[config.mk]
export PLATFORM = sky130hd
export DESIGN_NAME = cell_parameter_field_parser_top
export DESIGN_NICKNAME = d
export VERILOG_FILES = /design/src/cpfp_pkg.sv /design/src/cpfp_front.sv /design/src/cpfp_queue.sv /design/src/cpfp_back.sv /design/src/cell_parameter_field_parser_top.sv
export SDC_FILE = /design/constraint.sdc
export NUM_CORES = 1
export LEC_CHECK = 0
export BUFFER_PORTS_ARGS = -buffer_cell sky130_fd_sc_hd__buf_4
export CAP_MARGIN = 5
export CELL_PAD_IN_SITES_DETAIL_PLACEMENT = 0
export CELL_PAD_IN_SITES_GLOBAL_PLACEMENT = 1
export CORE_MARGIN = 3
export CORE_UTILIZATION = 50
export DETAILED_ROUTE_END_ITERATION = 8
export PLACE_DENSITY = 0.89
export SLEW_MARGIN = 20
export SYNTH_ARGS = -nofsm -noshare
export SYNTH_HDL_FRONTEND = slang
export SYNTH_HIERARCHICAL = 1
export SYNTH_SLANG_ARGS = --single-unit
[constraint.sdc]
create_clock -name clock -period 22.5 [get_ports clock]
set_clock_uncertainty 0.1 [all_clocks]
set_input_delay 0 -clock clock [delete_from_list [all_inputs] [get_ports clock]]
set_output_delay 0 -clock clock [all_outputs]
set_load 0.01 [all_outputs]
[src/cpfp_pkg.sv]
// shared types and constants of the cell parameter field parser
package cpfp_pkg;

   // character classes decided by the front end
   typedef logic [2:0] kind_type;
   localparam kind_type KIND_OTHER      = 3'd0;
   localparam kind_type KIND_UNDERSCORE = 3'd1;
   localparam kind_type KIND_POINT      = 3'd2;
   localparam kind_type KIND_DIGIT      = 3'd3;
   localparam kind_type KIND_EOT        = 3'd4;

   localparam logic [7:0] CHAR_UNDERSCORE = 8'h5F;
   localparam logic [7:0] CHAR_POINT      = 8'h2E;
   localparam logic [7:0] CHAR_ZERO       = 8'd48;
   localparam logic [7:0] CHAR_NINE       = 8'd57;

   // one classified request as it sits in the queue
   typedef struct packed {
      kind_type   kind;
      logic [7:0] char_code;
      logic [3:0] digit;
   } entry_type;

endpackage

[src/cpfp_front.sv]
// front end: takes text requests and classifies each byte
module cpfp_front (
   input  logic               req_tvalid,
   output logic               req_tready,
   input  logic [7:0]         req_tdata,
   input  logic               req_tlast,
   input  logic               q_ready,
   output logic               q_push,
   output cpfp_pkg::entry_type q_entry
);
   import cpfp_pkg::*;

   logic [7:0] digit_diff;

   assign req_tready = q_ready;
   assign q_push     = req_tvalid && q_ready;
   assign digit_diff = req_tdata - CHAR_ZERO;

   always_comb begin
      q_entry.char_code = req_tdata;
      q_entry.digit     = digit_diff[3:0];
      if (req_tlast) begin
         q_entry.kind = KIND_EOT;
      end else if (req_tdata == CHAR_UNDERSCORE) begin
         q_entry.kind = KIND_UNDERSCORE;
      end else if (req_tdata == CHAR_POINT) begin
         q_entry.kind = KIND_POINT;
      end else if (req_tdata >= CHAR_ZERO && req_tdata <= CHAR_NINE) begin
         q_entry.kind = KIND_DIGIT;
      end else begin
         q_entry.kind = KIND_OTHER;
      end
   end

endmodule

[src/cpfp_queue.sv]
// two-entry queue between the front end and the parser
module cpfp_queue (
   input  logic                clock,
   input  logic                reset,
   input  logic                push,
   input  cpfp_pkg::entry_type push_entry,
   output logic                push_ready,
   input  logic                pop,
   output logic                pop_valid,
   output cpfp_pkg::entry_type pop_entry
);
   import cpfp_pkg::*;

   entry_type  slot_ff [2];
   logic       wr_ptr_ff, wr_ptr_in;
   logic       rd_ptr_ff, rd_ptr_in;
   logic [1:0] count_ff, count_in;

   assign push_ready = (count_ff != 2'd2);
   assign pop_valid  = (count_ff != 2'd0);
   assign pop_entry  = slot_ff[rd_ptr_ff];

   always_comb begin
      wr_ptr_in = push ? ~wr_ptr_ff : wr_ptr_ff;
      rd_ptr_in = pop ? ~rd_ptr_ff : rd_ptr_ff;
      count_in  = count_ff;
      if (push && !pop) begin
         count_in = count_ff + 2'd1;
      end else if (pop && !push) begin
         count_in = count_ff - 2'd1;
      end
   end

   always_ff @(posedge clock) begin
      if (reset) begin
         wr_ptr_ff <= 1'b0;
         rd_ptr_ff <= 1'b0;
         count_ff  <= 2'd0;
      end else begin
         wr_ptr_ff <= wr_ptr_in;
         rd_ptr_ff <= rd_ptr_in;
         count_ff  <= count_in;
      end
   end

   always_ff @(posedge clock) begin
      if (push) begin
         slot_ff[wr_ptr_ff] <= push_entry;
      end
   end

endmodule

[src/cpfp_back.sv]
// back end: keyword matcher, number scanner and result register
module cpfp_back #(
   parameter int FRACTION_DIGITS = 4,
   parameter int VALUE_BITS      = 32
) (
   input  logic                clock,
   input  logic                reset,
   input  logic                q_valid,
   input  cpfp_pkg::entry_type q_entry,
   output logic                q_pop,
   output logic                rsp_tvalid,
   input  logic                rsp_tready,
   output logic [31:0]         rsp_tdata,
   output logic [4:0]          rsp_tuser
);
   import cpfp_pkg::*;

   localparam int FC_W  = $clog2(FRACTION_DIGITS + 1);
   localparam int SUM_W = VALUE_BITS + 5;
   localparam int TERM_W = 24;

   localparam logic [3:0] PH_WAIT    = 4'd0;
   localparam logic [3:0] PH_NEWCMD  = 4'd1;
   localparam logic [3:0] PH_CELL    = 4'd2;
   localparam logic [3:0] PH_CLEN    = 4'd3;
   localparam logic [3:0] PH_CANG    = 4'd4;
   localparam logic [3:0] PH_M_ELL   = 4'd5;
   localparam logic [3:0] PH_M_ENGTH = 4'd6;
   localparam logic [3:0] PH_M_NGLE  = 4'd7;
   localparam logic [3:0] PH_M_ANGW  = 4'd8;
   localparam logic [3:0] PH_S_CELL  = 4'd9;
   localparam logic [3:0] PH_S_LEN   = 4'd10;
   localparam logic [3:0] PH_S_ANG   = 4'd11;
   localparam logic [3:0] PH_NUMBER  = 4'd12;
   localparam logic [3:0] PH_END     = 4'd13;

   localparam logic [2:0] W_ELL   = 3'd0;
   localparam logic [2:0] W_ENGTH = 3'd1;
   localparam logic [2:0] W_NGLE  = 3'd2;
   localparam logic [2:0] W_ALPHA = 3'd3;
   localparam logic [2:0] W_BETA  = 3'd4;
   localparam logic [2:0] W_GAMMA = 3'd5;

   localparam logic [2:0] P_A     = 3'd0;
   localparam logic [2:0] P_B     = 3'd1;
   localparam logic [2:0] P_C     = 3'd2;
   localparam logic [2:0] P_ALPHA = 3'd3;
   localparam logic [2:0] P_BETA  = 3'd4;
   localparam logic [2:0] P_GAMMA = 3'd5;

   localparam logic [7:0] CH_A = "a";
   localparam logic [7:0] CH_B = "b";
   localparam logic [7:0] CH_C = "c";
   localparam logic [7:0] CH_E = "e";
   localparam logic [7:0] CH_G = "g";
   localparam logic [7:0] CH_H = "h";
   localparam logic [7:0] CH_L = "l";
   localparam logic [7:0] CH_M = "m";
   localparam logic [7:0] CH_N = "n";
   localparam logic [7:0] CH_P = "p";
   localparam logic [7:0] CH_T = "t";

   function automatic logic [2:0] word_len(input logic [2:0] w);
      case (w)
         W_ELL:   word_len = 3'd3;
         W_ENGTH: word_len = 3'd5;
         W_NGLE:  word_len = 3'd4;
         W_ALPHA: word_len = 3'd4;
         W_BETA:  word_len = 3'd3;
         W_GAMMA: word_len = 3'd4;
         default: word_len = 3'd0;
      endcase
   endfunction

   function automatic logic [7:0] word_char(input logic [2:0] w, input logic [2:0] pos);
      logic [7:0] c;
      c = 8'd0;
      case (w)
         W_ELL: begin
            case (pos)
               3'd0:    c = CH_E;
               3'd1:    c = CH_L;
               3'd2:    c = CH_L;
               default: c = 8'd0;
            endcase
         end
         W_ENGTH: begin
            case (pos)
               3'd0:    c = CH_E;
               3'd1:    c = CH_N;
               3'd2:    c = CH_G;
               3'd3:    c = CH_T;
               3'd4:    c = CH_H;
               default: c = 8'd0;
            endcase
         end
         W_NGLE: begin
            case (pos)
               3'd0:    c = CH_N;
               3'd1:    c = CH_G;
               3'd2:    c = CH_L;
               3'd3:    c = CH_E;
               default: c = 8'd0;
            endcase
         end
         W_ALPHA: begin
            case (pos)
               3'd0:    c = CH_L;
               3'd1:    c = CH_P;
               3'd2:    c = CH_H;
               3'd3:    c = CH_A;
               default: c = 8'd0;
            endcase
         end
         W_BETA: begin
            case (pos)
               3'd0:    c = CH_E;
               3'd1:    c = CH_T;
               3'd2:    c = CH_A;
               default: c = 8'd0;
            endcase
         end
         W_GAMMA: begin
            case (pos)
               3'd0:    c = CH_A;
               3'd1:    c = CH_M;
               3'd2:    c = CH_M;
               3'd3:    c = CH_A;
               default: c = 8'd0;
            endcase
         end
         default: c = 8'd0;
      endcase
      word_char = c;
   endfunction

   function automatic logic [19:0] pow10(input logic [2:0] n);
      case (n)
         3'd0:    pow10 = 20'd1;
         3'd1:    pow10 = 20'd10;
         3'd2:    pow10 = 20'd100;
         3'd3:    pow10 = 20'd1000;
         3'd4:    pow10 = 20'd10000;
         3'd5:    pow10 = 20'd100000;
         3'd6:    pow10 = 20'd1000000;
         default: pow10 = 20'd0;
      endcase
   endfunction

   logic [3:0]            phase_ff, phase_in;
   logic [2:0]            match_pos_ff, match_pos_in;
   logic [2:0]            target_ff, target_in;
   logic [VALUE_BITS-1:0] accum_ff, accum_in;
   logic [FC_W-1:0]       frac_cnt_ff, frac_cnt_in;
   logic                  point_ff, point_in;
   logic                  digit_seen_ff, digit_seen_in;
   logic                  ovf_ff, ovf_in;

   logic                  rsp_valid_ff, rsp_valid_in;
   logic [31:0]           rsp_data_ff;
   logic [4:0]            rsp_user_ff;

   logic                  out_free;
   logic                  emit;
   logic                  is_us;
   logic [7:0]            ch;
   logic [2:0]            word_sel;
   logic [3:0]            phase_off;
   logic [2:0]            match_next;
   logic                  bad_target;
   logic [2:0]            pow_sel;
   logic [TERM_W-1:0]     term;
   logic [SUM_W-1:0]      accum_ext;
   logic [SUM_W-1:0]      int_sum;
   logic [SUM_W-1:0]      frac_sum;
   logic                  int_over;
   logic                  frac_over;
   logic [VALUE_BITS+31:0] accum_wide;

   assign out_free = !rsp_valid_ff || rsp_tready;
   assign q_pop    = q_valid && out_free;
   assign ch       = q_entry.char_code;
   assign is_us    = (q_entry.kind == KIND_UNDERSCORE);

   assign phase_off  = phase_ff - PH_M_ELL;
   assign word_sel   = (phase_ff == PH_M_ANGW) ? target_ff : phase_off[2:0];
   assign bad_target = (phase_ff == PH_M_ANGW) && (target_ff < P_ALPHA || target_ff > P_GAMMA);
   assign match_next = match_pos_ff + 3'd1;

   // integer digits weigh 10^F, fraction digits 10^(F-1-count)
   assign pow_sel = point_ff ? (3'(FRACTION_DIGITS - 1) - 3'(frac_cnt_ff))
                             : 3'(FRACTION_DIGITS);
   assign term      = TERM_W'(q_entry.digit * pow10(pow_sel));
   assign accum_ext = SUM_W'(accum_ff);
   assign int_sum   = (accum_ext << 3) + (accum_ext << 1) + SUM_W'(term);
   assign frac_sum  = accum_ext + SUM_W'(term);
   assign int_over  = ovf_ff || (|int_sum[SUM_W-1:VALUE_BITS]);
   assign frac_over = ovf_ff || (|frac_sum[SUM_W-1:VALUE_BITS]);
   assign accum_wide = {32'd0, accum_ff};

   always_comb begin
      phase_in      = phase_ff;
      match_pos_in  = match_pos_ff;
      target_in     = target_ff;
      accum_in      = accum_ff;
      frac_cnt_in   = frac_cnt_ff;
      point_in      = point_ff;
      digit_seen_in = digit_seen_ff;
      ovf_in        = ovf_ff;
      emit          = 1'b0;

      if (q_pop && phase_ff != PH_END) begin
         if (q_entry.kind == KIND_EOT) begin
            phase_in = PH_END;
            emit     = (phase_ff == PH_NUMBER);
         end else begin
            unique case (phase_ff) inside
               PH_NEWCMD: begin
                  if (ch == CH_C) begin
                     phase_in     = PH_M_ELL;
                     match_pos_in = 3'd0;
                  end else if (is_us) begin
                     phase_in = PH_NEWCMD;
                  end else begin
                     phase_in = PH_WAIT;
                  end
               end
               PH_CELL: begin
                  if (ch == CH_L) begin
                     phase_in     = PH_M_ENGTH;
                     match_pos_in = 3'd0;
                  end else if (ch == CH_A) begin
                     phase_in     = PH_M_NGLE;
                     match_pos_in = 3'd0;
                  end else if (is_us) begin
                     phase_in = PH_NEWCMD;
                  end else begin
                     phase_in = PH_WAIT;
                  end
               end
               PH_CLEN: begin
                  if (ch == CH_A || ch == CH_B || ch == CH_C) begin
                     phase_in      = PH_NUMBER;
                     target_in     = (ch == CH_A) ? P_A : ((ch == CH_B) ? P_B : P_C);
                     accum_in      = '0;
                     frac_cnt_in   = '0;
                     point_in      = 1'b0;
                     digit_seen_in = 1'b0;
                     ovf_in        = 1'b0;
                  end else if (is_us) begin
                     phase_in = PH_NEWCMD;
                  end else begin
                     phase_in = PH_WAIT;
                  end
               end
               PH_CANG: begin
                  if (ch == CH_A || ch == CH_B || ch == CH_G) begin
                     phase_in     = PH_M_ANGW;
                     target_in    = (ch == CH_A) ? P_ALPHA : ((ch == CH_B) ? P_BETA : P_GAMMA);
                     match_pos_in = 3'd0;
                  end else if (is_us) begin
                     phase_in = PH_NEWCMD;
                  end else begin
                     phase_in = PH_WAIT;
                  end
               end
               PH_M_ELL, PH_M_ENGTH, PH_M_NGLE, PH_M_ANGW: begin
                  if (bad_target) begin
                     phase_in = PH_WAIT;
                  end else if (is_us) begin
                     phase_in = PH_NEWCMD;
                  end else if (match_pos_ff >= word_len(word_sel)
                               || ch != word_char(word_sel, match_pos_ff)) begin
                     phase_in = PH_WAIT;
                  end else begin
                     match_pos_in = match_next;
                     if (match_next == word_len(word_sel)) begin
                        if (phase_ff == PH_M_ELL) begin
                           phase_in = PH_S_CELL;
                        end else if (phase_ff == PH_M_ENGTH) begin
                           phase_in = PH_S_LEN;
                        end else if (phase_ff == PH_M_NGLE) begin
                           phase_in = PH_S_ANG;
                        end else begin
                           phase_in      = PH_NUMBER;
                           accum_in      = '0;
                           frac_cnt_in   = '0;
                           point_in      = 1'b0;
                           digit_seen_in = 1'b0;
                           ovf_in        = 1'b0;
                        end
                     end
                  end
               end
               PH_S_CELL: begin
                  if (is_us) begin
                     phase_in = PH_CELL;
                  end
               end
               PH_S_LEN: begin
                  if (is_us) begin
                     phase_in = PH_CLEN;
                  end
               end
               PH_S_ANG: begin
                  if (is_us) begin
                     phase_in = PH_CANG;
                  end
               end
               PH_NUMBER: begin
                  if (is_us) begin
                     phase_in = PH_NEWCMD;
                     emit     = 1'b1;
                  end else if (q_entry.kind == KIND_POINT) begin
                     if (point_ff) begin
                        phase_in = PH_WAIT;
                        emit     = 1'b1;
                     end else begin
                        point_in = 1'b1;
                     end
                  end else if (q_entry.kind == KIND_DIGIT) begin
                     digit_seen_in = 1'b1;
                     if (!point_ff) begin
                        // shift up one decade and add, clamp on overflow
                        if (int_over) begin
                           accum_in = '1;
                           ovf_in   = 1'b1;
                        end else begin
                           accum_in = int_sum[VALUE_BITS-1:0];
                        end
                     end else if (frac_cnt_ff < FC_W'(FRACTION_DIGITS)) begin
                        frac_cnt_in = frac_cnt_ff + FC_W'(1);
                        if (frac_over) begin
                           accum_in = '1;
                           ovf_in   = 1'b1;
                        end else begin
                           accum_in = frac_sum[VALUE_BITS-1:0];
                        end
                     end
                  end else if (digit_seen_ff) begin
                     phase_in = PH_WAIT;
                     emit     = 1'b1;
                  end
               end
               default: begin
                  phase_in = is_us ? PH_NEWCMD : PH_WAIT;
               end
            endcase
         end
      end
   end

   always_comb begin
      rsp_valid_in = rsp_valid_ff;
      if (out_free) begin
         rsp_valid_in = q_pop && emit;
      end
   end

   always_ff @(posedge clock) begin
      if (reset) begin
         phase_ff      <= PH_WAIT;
         match_pos_ff  <= 3'd0;
         target_ff     <= 3'd0;
         accum_ff      <= '0;
         frac_cnt_ff   <= '0;
         point_ff      <= 1'b0;
         digit_seen_ff <= 1'b0;
         ovf_ff        <= 1'b0;
         rsp_valid_ff  <= 1'b0;
      end else begin
         phase_ff      <= phase_in;
         match_pos_ff  <= match_pos_in;
         target_ff     <= target_in;
         accum_ff      <= accum_in;
         frac_cnt_ff   <= frac_cnt_in;
         point_ff      <= point_in;
         digit_seen_ff <= digit_seen_in;
         ovf_ff        <= ovf_in;
         rsp_valid_ff  <= rsp_valid_in;
      end
   end

   // results always report the state before this byte
   always_ff @(posedge clock) begin
      if (q_pop && emit) begin
         rsp_data_ff <= accum_wide[31:0];
         rsp_user_ff <= {ovf_ff, digit_seen_ff, target_ff};
      end
   end

   assign rsp_tvalid = rsp_valid_ff;
   assign rsp_tdata  = rsp_data_ff;
   assign rsp_tuser  = rsp_user_ff;

endmodule

[src/cell_parameter_field_parser_top.sv]
// top level of the cell parameter field parser
//
// usage: text bytes enter one per request on the req_ channel; req_tlast
// marks end of file (its data byte is ignored). keyword paths _cell_length
// then a/b/c and _cell_angle then alpha/beta/gamma start a decimal scan,
// and the end of each scan produces one request on the rsp_ channel with
// the parameter index, the value times 10^FRACTION_DIGITS (clamped, with
// a saturated flag) and whether any digit was seen.
// throughput: one byte per cycle while no result waits on rsp_; each parser
// step does one multiply by ten and add on the accumulator.
// a byte that ends a scan is registered in the queue first; when the parser
// pops it, its result is taken by the result register and shown on rsp_.
// reset: the parser waits for an underscore, the queue and the result
// register are empty. after end of file every byte is dropped until reset.
// stall: a result holds on rsp_ while rsp_tready is low; bytes keep being
// taken until the two-entry queue fills, then req_tready drops.
module cell_parameter_field_parser_top #(
   parameter int FRACTION_DIGITS = 4,
   parameter int VALUE_BITS      = 32
) (
   input  logic        clock,
   input  logic        reset,
   input  logic        req_tvalid,
   output logic        req_tready,
   input  logic [7:0]  req_tdata,   // char_code[7:0]
   input  logic        req_tlast,   // end_of_text
   output logic        rsp_tvalid,
   input  logic        rsp_tready,
   output logic [31:0] rsp_tdata,   // value_e4[31:0]
   output logic [4:0]  rsp_tuser    // param_index[2:0], had_digit[3], saturated[4]
);
   import cpfp_pkg::*;

   entry_type push_entry;
   entry_type pop_entry;
   logic      push;
   logic      push_ready;
   logic      pop;
   logic      pop_valid;

   cpfp_front u_front (
      .req_tvalid (req_tvalid),
      .req_tready (req_tready),
      .req_tdata  (req_tdata),
      .req_tlast  (req_tlast),
      .q_ready    (push_ready),
      .q_push     (push),
      .q_entry    (push_entry)
   );

   cpfp_queue u_queue (
      .clock      (clock),
      .reset      (reset),
      .push       (push),
      .push_entry (push_entry),
      .push_ready (push_ready),
      .pop        (pop),
      .pop_valid  (pop_valid),
      .pop_entry  (pop_entry)
   );

   cpfp_back #(
      .FRACTION_DIGITS (FRACTION_DIGITS),
      .VALUE_BITS      (VALUE_BITS)
   ) u_back (
      .clock      (clock),
      .reset      (reset),
      .q_valid    (pop_valid),
      .q_entry    (pop_entry),
      .q_pop      (pop),
      .rsp_tvalid (rsp_tvalid),
      .rsp_tready (rsp_tready),
      .rsp_tdata  (rsp_tdata),
      .rsp_tuser  (rsp_tuser)
   );

endmodule

==> results of run 1 <==
report_power, final:
group / internal, uW / total, uW / switching, uW
combinational: 294 / 774 / 480
clock: 155 / 271 / 116
sequential: 250 / 272 / 21.5
total: 699 / 1320 / 618
final timing paths:
check                           slack, ns  cells after the start                 start                     to
worst min register to register       0.38                      0  u_back/digit_seen_ff    u_back/rsp_tuser[3]
worst max register to register      13.58                     30                  flop    u_back/accum_ff[22]
worst max-delay path                13.58                     30                  flop    u_back/accum_ff[22]
worst min-delay path                 0.23                      2          req_tdata[4]  u_queue/slot_ff[1][8]
area by class of cell:
cell class	count	area [sq um]
Clock buffer	18	429
Clock inverter	14	139
Fill cell	2142	10300
Inverter	147	552
Multi-Input combinational cell	1019	8090
Sequential cell	121	3090
Tap cell	319	399
Timing Repair Buffer	71	566
layout by cell type (no fill, tap or decap), types with 13 or more instances in the layout:
cell type | synthesis | routed
a211oi_1 | 16 | 16
a21o_1 | 25 | 25
a21oi_1 | 90 | 90
a31oi_1 | 14 | 14
and2_1 | 48 | 48
and3_1 | 20 | 20
buf_4 | 20 | 58
clkbuf_16 | 0 | 17
dfxtp_1 | 54 | 54
dlygate4sd3_1 | 0 | 13
edfxtp_1 | 67 | 67
fa_1 | 52 | 52
ha_1 | 117 | 117
inv_1 | 147 | 147
mux2_1 | 15 | 15
nand2_1 | 85 | 85
nand2b_1 | 14 | 14
nand3_1 | 30 | 30
nor2_1 | 73 | 73
nor2b_1 | 17 | 17
nor3_1 | 19 | 18
o211ai_1 | 13 | 13
o21a_1 | 15 | 15
o21ai_0 | 66 | 66
o21ai_1 | 17 | 17
o21bai_1 | 13 | 13
o221ai_1 | 19 | 19
xnor2_1 | 50 | 50
xor2_1 | 25 | 25
sequential cells by signal (all words and copies together), names as in the netlist, named ones only:
name                  flops
u_back/rsp_tuser          5
u_back/ovf_ff             1
u_back/rsp_tvalid         1
u_back/digit_seen_ff      1
u_queue/slot_ff          30
u_back/phase_ff           4
u_back/point_ff           1
u_queue/rd_ptr_ff         1
u_queue/count_ff          2
u_back/rsp_tdata         32
u_back/frac_cnt_ff        3
u_queue/wr_ptr_ff         1
u_back/target_ff          3
u_back/match_pos_ff       3
u_back/accum_ff          32
through the flow:
stage	cell area [sq um]	setup WS [ns]	util	hold slack (ns)	power, uW
after floorplan	12000	14.79	-	-0.0309	875
after global placement	12600	13.70	0.534	0.0990	1020
after detailed placement	12600	13.58	0.534	0.102	1030
after CTS	13300	13.55	0.563	0.210	1310
after global routing	13300	12.72	0.563	0.231	1420
final	13300	13.58	0.563	0.230	1320
logic make-up after synthesis:
| logic type | Yosys count | share of synthesized area |
|---|---|---|
| mux | 22 | 0.0200 |
| flops | 121 | 0.257 |
| simple gates | 364 | 0.159 |
| fa+ha+maj | 169 | 0.208 |
| buf+inv | 201 | 0.0737 |
| compound gates | 389 | 0.228 |
| xor+xnor | 75 | 0.0546 |
worst max-delay path, delay by kind of cell, from the launching register on:
| kind | cells | cell delay (ns) |
|---|---|---|
| buffers and inverters | 3 | 0.40 |
| and+or+nand+nor | 7 | 1.41 |
| adders and majority gates | 5 | 2.28 |
| muxes | 1 | 0.53 |
| DFF | 1 | 0.75 |
| AOI/OAI and AO/OA | 13 | 3.08 |
| xor gates and xnor gates | 1 | 0.22 |
per-layer routing:
layer  wire length (microns)  part of all wire
met1                   14400              0.48
met2                   13600              0.46
met4                     265            0.0089
met3                    1430             0.048
met5                       0                 0
==> results.cfg, run 1 <==
[status]
status = finished clean

[global_routing]
grtUsageMet3 = 0.0246
first_global_vias = 9609
met2_usage = 0.377
grt_pass1_wl_microns = 49100
grt-busiest-layer = met2
gr-total-overflow = 0
grt.total_usage = 0.231
antenna_found_initial = 0
grt_use_met1 = 0.337
grt_max_degree = 35

[cts]
post_cts.repair.setup_buffers = 0
clock-sinks = 121
clkTransAtPathRegs_ns = 0.07
holdBufCountCts = 13
tritoncts = built
clock_path_buffers = 2
cts_resized = 0
cts_made_buffers = 17
clkLatencyLatePin_ns = 0.42
cts_max_level = 4
cts-root-buf = clkbuf_16

[drt]
drt_iter0_markers = 768
wirelength_microns = 29700
drc = 0
antenna_left = 0
wl_per_cell_microns = 17.4
vias = 10100
dr.pass1.iters = 5
drt-vias-per-instance = 5.90

[critical_path]
critical_path.max_fanout = 34
cp_slowest_cell = dfxtp_1
slowest_delay_ns = 0.75
startpoint_type = flop
crit_required_ns = 22.69
worstPathArrival_ns = 9.11
critical_path_class = flop to flop
end_kind = flop
crit_path_frequent_cell = fa_1

[yosys]
synthArstFlopShare = 0
synth_area_sq_um = 12000
syn_nets = 1523
synth_flop_cell = edfxtp_1
synth_top_cells_by_area = edfxtp_1, ha_1, dfxtp_1
netlist.area_leader.share = 0.167
ys_types = 85
ys_ff_latch = 121
yosys_warnings = 6
avgSynthCellArea_sq_um = 8.98
synth_top_area_cell = edfxtp_1
synth_most_common_cell = inv_1
seq_area_frac_synth = 0.257
yosys-top-cells-count = inv_1, ha_1, a21oi_1
netlist_instances = 1341
synth_edf_count = 67

[final_layout]
fin_cells = 1709
antenna_cells = 0
layout.nets = 1559
drive_above_1_share = 0.104
area_growth_pct = 10.2

[run]
cap_viol_max_count = 0

[floorplan]
chipHeight_microns = 161
die_x_microns = 161
fp.coreArea_sq_um = 23500
die_area_sq_um = 26000
start_util = 0.511
io_pins = 52
num_rows = 56

[timing]
fin_setup_tns_ns = 0
final_max_slew_viol_count = 0
period_share = 0.397
rsz0062_at_grt = no
max_slew.worst_pin.slew_ns = 0.739
hold_viol = 0
fmax_ghz = 0.112
max_slew_margin = 0.494
min_period_ns = 8.92
setup_viol = 0

[power]
power_leakage_uw = 0.00583
ir_drop_v = 0.0000537
powerDensity_nw_per_um2 = 99.3

[min_path]
hold_path_class = input pin to flop

[placement]
dp_hpwl_microns = 22700
dp.cells = 1664
portBuffers = 51
globalplace.congestion = 0.912
No activity file was read; power rests on OpenSTA's default activity.
==> run 2, diff against run 1 <==
CORE_UTILIZATION = 45   (was 50)
PLACE_DENSITY = 0.85   (was 0.89)
clock period = 7.16 ns   (was 22.5 ns; I/O delays follow)
==> run 2 against run 1 <==
Effect of this change:
- die area is 11% higher
- final area is 9.9% higher
- sequential cell count is the same
- the run now ends with negative setup slack left
- critical endpoint is now u_back/accum_ff[18]
- largest cell class unchanged
- combinational power rose to 3.6 times the previous value
- fmax is 21% higher
- clock-buffer cell count down 1
- critical path type unchanged
- global-route usage decreased by 1.0 points
==> results.cfg, run 2 (same netlist as run 1, synthesis figures left out) <==
[timing]
fmax_ghz = 0.136
max_slew.worst_pin.slew_ns = 0.725
max_slew_margin = 0.504
finalWorstSetupSlack_ns = -0.200
rsz0062_at_grt = yes
setup_viol = 33
min_period_ns = 7.36
period_share = 1.03
final_max_slew_viol_count = 0
fin_setup_tns_ns = -3.52
hold_viol = 0

[global_routing]
grt_pass1_wl_microns = 51800
antenna_found_initial = 0
grt.total_usage = 0.220
grt_max_degree = 38
gr-total-overflow = 0
first_global_vias = 10300

[floorplan]
die_x_microns = 170
die_area_sq_um = 28700
start_util = 0.459
io_pins = 52
fp.coreArea_sq_um = 26200
num_rows = 59
chipHeight_microns = 170

[placement]
portBuffers = 51
dp_hpwl_microns = 23300
preCtsSetupSlack_ns = -0.358
globalplace.congestion = 0.928

[drt]
drt_iter0_markers = 774
antenna_left = 0
wl_per_cell_microns = 17.0
vias = 10400
dr.pass1.iters = 7
drc = 0
wirelength_microns = 31200
drt-vias-per-instance = 5.67

[run]
cap_viol_max_count = 0

[power]
sw_frac_of_total = 0.459
ir_drop_v = 0.000192
power_switching_uw = 2030
pwr-share-comb = 0.627
powerDensity_nw_per_um2 = 303
p_seq_frac = 0.192
power_leakage_uw = 0.00650
pwr-share-clk = 0.182
intPower_uw = 2390

[critical_path]
slowest_delay_ns = 0.52
cp_slowest_cell = fa_2
worstPathArrival_ns = 7.60
end_kind = flop
crit_required_ns = 7.40
crit_path_frequent_cell = buf_6
startpoint_type = flop
r2r_slack_ns = -0.20
critical_path.max_fanout = 7
critPathBufInv = 6
cpLargestDelayFamily = compound AO/OA/AOI/OAI gates
critical_path_class = flop to flop

[final_layout]
drive_above_1_share = 0.211
antenna_cells = 0
area_growth_pct = 21.1
layout.nets = 1665
final_common_cell = buf_4
mostFrequentLayoutCells = buf_4, inv_1, ha_1
fillerInstances = 2288

[cts]
cts_max_level = 4
clock_path_buffers = 2
cts-root-buf = clkbuf_16
clkTransAtPathRegs_ns = 0.07
clkLatencyLatePin_ns = 0.43
cts_made_buffers = 17
clock-sinks = 121
tritoncts = built

[min_path]
hold_path_class = input pin to flop

[status]
violations = negative setup slack
status = finished, violations left
## run 2: cell count changes in the layout (fill, tap and decap cells not counted), sizes merged
cell	previous run	this run
clkbuf	18	17
bufinv	1	0
buf	58	164
clkinv	5	11
inv	153	148
clkinvlp	2	3
## run 2: repair_timing
item | in CTS | in global routing
gates cloned | 1 | 0
buffers inserted | 7 | 7
endpoints found under the setup margin | 33 | 33
pin swaps | 18 | 37
resized for setup | 28 | 32
hold buffers | 13 | 0
endpoints found under the hold margin | 48 | 0
## run 2: worst paths after layout
kind,from,to,cells after the start
hold reg to reg,u_back/ovf_ff,u_back/rsp_tuser[4],0
hold / removal,req_tdata[7],u_queue/slot_ff[0][11],2
setup / recovery,flop,u_back/accum_ff[18],34
setup reg to reg,flop,u_back/accum_ff[18],34
## run 2: per-layer routing
metal / vias to the layer above / track usage / wire length, microns
met3: 39 / 0.0291 / 1130
li1: 5110 / - / -
met2: 246 / 0.371 / 15100
met1: 4983 / 0.295 / 14300
met5: - / 0 / 0
met4: 0 / 0.0704 / 669
## run 2: per-stage QoR
stage,std cells,hold slack (ns),area (sq um),utilization,power [uW]
detailed placement,1771,0.106,13500,0.514,3460
global route,1831,0.227,14600,0.556,4760
CTS,1824,0.200,14300,0.547,4350
global placement,1771,0.0985,13500,0.514,3420
floorplan,1341,-0.0309,12200,-,2790
finish,1831,0.229,14600,0.556,4410
## run 2: power by group through the flow
stage,clock network [uW],logic (uW),registers [uW]
CTS,818,2690,845
floorplan,0,1960,823
finish,801,2770,846
global route,848,3060,853
detailed placement,0,2600,858
global placement,0,2570,855
## run 2: worst reg2reg max path, delay by kind of cell (launching register included)
family	cells	cell delay, ns
AOI/OAI and AO/OA	15	2.76
DFF	1	0.37
adders and majority gates	5	2.04
buffers and inverters	6	0.68
muxes	1	0.34
xor gates and xnor gates	1	0.16
and+or+nand+nor	6	0.84
## run 2: final cells by class
class	count	area [sq um]	area share
Multi-Input combinational cell	1019	8550	0.586
Timing Repair Buffer	177	1430	0.0981
Inverter	147	552	0.0378
Clock buffer	17	425	0.0292
Sequential cell	121	3100	0.213
Tap cell	335	419	0.0287
Clock inverter	15	106	0.00729
==> run 3, diff against run 2 <==
--- a/config.mk
+++ b/config.mk
@@ -7,2 +7,3 @@
 export LEC_CHECK = 0
+export ABC_AREA = 1
 export BUFFER_PORTS_ARGS = -buffer_cell sky130_fd_sc_hd__buf_4
@@ -12,5 +13,6 @@
 export CORE_MARGIN = 3
-export CORE_UTILIZATION = 45
+export CORE_UTILIZATION = 43
 export DETAILED_ROUTE_END_ITERATION = 8
 export PLACE_DENSITY = 0.85
+export RECOVER_POWER = 25
 export SLEW_MARGIN = 20
--- a/constraint.sdc
+++ b/constraint.sdc
@@ -4,2 +4,2 @@
 set_output_delay 0 -clock clock [all_outputs]
-set_load 0.01 [all_outputs]
+set_load 0.1 [all_outputs]
==> run 3 against run 2 <==
Effect of this change:
- the flow now finishes without violations
- synthesized area grew 4.0%
- die area grew 8.5%
- worst hold slack gained 0.080 ns
- largest cell class unchanged
- utilization shrank 4.3 points
- synthesized cell count grew 27%
- clock-buffer cell count grew 1
- setup slack gained 0.59 ns
- first-iteration DRC count grew 5.2%
- critical path type unchanged
- sequential share of layout area grew 0.11 points
==> results.cfg, run 3 <==
[global_routing]
grt.total_usage = 0.227
antenna_found_initial = 0
gr-total-overflow = 0
grt_pass1_wl_microns = 57200
grt_max_degree = 43
first_global_vias = 11400

[status]
status = finished clean

[power]
powerDensity_nw_per_um2 = 401
ir_drop_v = 0.000208
power_uw = 5810
power_leakage_uw = 0.00689

[critical_path]
crit_path_frequent_cell = nor2_1
end_kind = flop
worstPathArrival_ns = 6.98
slowest_delay_ns = 0.54
cp_slowest_cell = fa_1
startpoint_type = flop
critical_path.max_fanout = 17
crit_required_ns = 7.37
critical_path_class = flop to flop

[placement]
dpl_cell_area_sq_um = 13400
dp_hpwl_microns = 27700
globalplace.congestion = 0.961
dp.cells = 2140
portBuffers = 51

[yosys]
syn_nets = 1891
synth_most_common_cell = nand2_1
synthArstFlopShare = 0
synth_area_sq_um = 12500
ys_ff_latch = 121
avgSynthCellArea_sq_um = 7.32
yosys-top-cells-count = nand2_1, nor2_1, inv_1
yosys_warnings = 6
synth_edf_count = 67
synth_top_area_cell = edfxtp_1
ys_types = 51
netlist_instances = 1709
synth_flop_cell = edfxtp_1
synth_top_cells_by_area = edfxtp_1, ha_1, dfxtp_1
seq_area_frac_synth = 0.247
netlist.area_leader.share = 0.161

[drt]
wirelength_microns = 35300
wl_per_cell_microns = 16.1
drt-vias-per-instance = 5.32
antenna_left = 0
dr.pass1.iters = 5
vias = 11600
drt_iter0_markers = 814
drc = 0

[timing]
max_slew.worst_pin.slew_ns = 1.01
max_slew_margin = 0.325
fmax_ghz = 0.148
worst_hold_slack_ns = 0.308
min_period_ns = 6.77
setup_viol = 0
period_share = 0.946
hold_viol = 0
final_max_slew_viol_count = 0

[run]
cap_viol_max_count = 0

[cts]
clock_path_buffers = 2
clkTransAtPathRegs_ns = 0.06
cts-root-buf = clkbuf_16
tritoncts = built
clock-sinks = 121
cts_max_level = 4
cts_made_buffers = 17
clkLatencyLatePin_ns = 0.43

[final_layout]
area_growth_pct = 15.7
design_area_sq_um = 14500
drive_above_1_share = 0.124
utilization = 0.513
antenna_cells = 0
fin_cells = 2188
final_common_cell = nand2_1
mostFrequentLayoutCells = nand2_1, inv_1, nor2_1
layout.nets = 1979

[min_path]
hold_path_class = input pin to flop

[floorplan]
start_util = 0.443
die_x_microns = 177
fp.coreArea_sq_um = 28200
io_pins = 52
chipHeight_microns = 177
num_rows = 61
die_area_sq_um = 31200
run 3: power breakdown:
group,internal [uW],switching (uW),leakage (uW),total (uW)
Sequential,814,79.6,0.00104,893
Combinational,1430,2470,0.00553,3910
Clock,657,355,0.000323,1010
run 3: timing repair:
| action | 4_1_cts | 5_1_grt |
|---|---|---|
| resized for setup | 5 | 71 |
| hold endpoints to repair | 48 | 0 |
| gates cloned | 0 | 0 |
| pin swaps | 1 | 12 |
| hold buffers | 13 | 0 |
| buffers inserted | 1 | 2 |
| setup endpoints to repair | 27 | 33 |
run 3: through the flow:
stage	TNS [ns]	setup slack (ns)
floorplan	0	0.105
global placement	0	0.0255
detailed placement	-0.972	-0.163
CTS	0	0.00634
global route	-0.314	-0.0689
finish	0	0.387
run 3: layout make-up:
class / instances / area [sq um]
timing repair buffer: 110 / 837
clock inverter: 14 / 244
tap: 378 / 473
inverter: 250 / 938
sequential: 121 / 3100
fill: 2758 / 13800
clock buffer: 18 / 429
multi-input combinational: 1297 / 8470
run 3: cell families after synthesis:
logic type                 after synthesis  share of synthesized area
AOI/OAI and AO/OA                      342                      0.150
xor gates and xnor gates                74                     0.0518
adders and majority gates              169                      0.200
buffers and inverters                  291                     0.0977
DFF                                    121                      0.247
muxes                                   15                     0.0165
and+or+nand+nor                        697                      0.236
run 3: critical path: cells and delay by family, from the launching register on:
kind,cells,cell delay [ns]
flops,1,0.39
buf+inv,4,0.40
simple gates,13,1.33
xor+xnor,1,0.16
mux,1,0.32
compound gates,12,1.73
fa+ha+maj,5,2.21
run 3: path summary, 6_finish.rpt:
kind | cells past startpoint | slack, ns | start | endpoint
worst max register to register | 36 | 0.39 | flop | u_back/accum_ff[22]
worst min register to register | 0 | 0.39 | u_back/accum_ff[2] | u_back/rsp_tdata[2]
worst min-delay path | 2 | 0.31 | req_tdata[7] | u_queue/slot_ff[1][11]
worst max-delay path | 36 | 0.39 | flop | u_back/accum_ff[22]
run 3: layer usage:
layer / wire (microns) / GRT usage / vias up
met5: 0 / 0 / -
met2: 17100 / 0.400 / 268
met3: 1120 / 0.0247 / 52
met4: 794 / 0.0596 / 0
li1: - / - / 5836
met1: 16300 / 0.297 / 5481
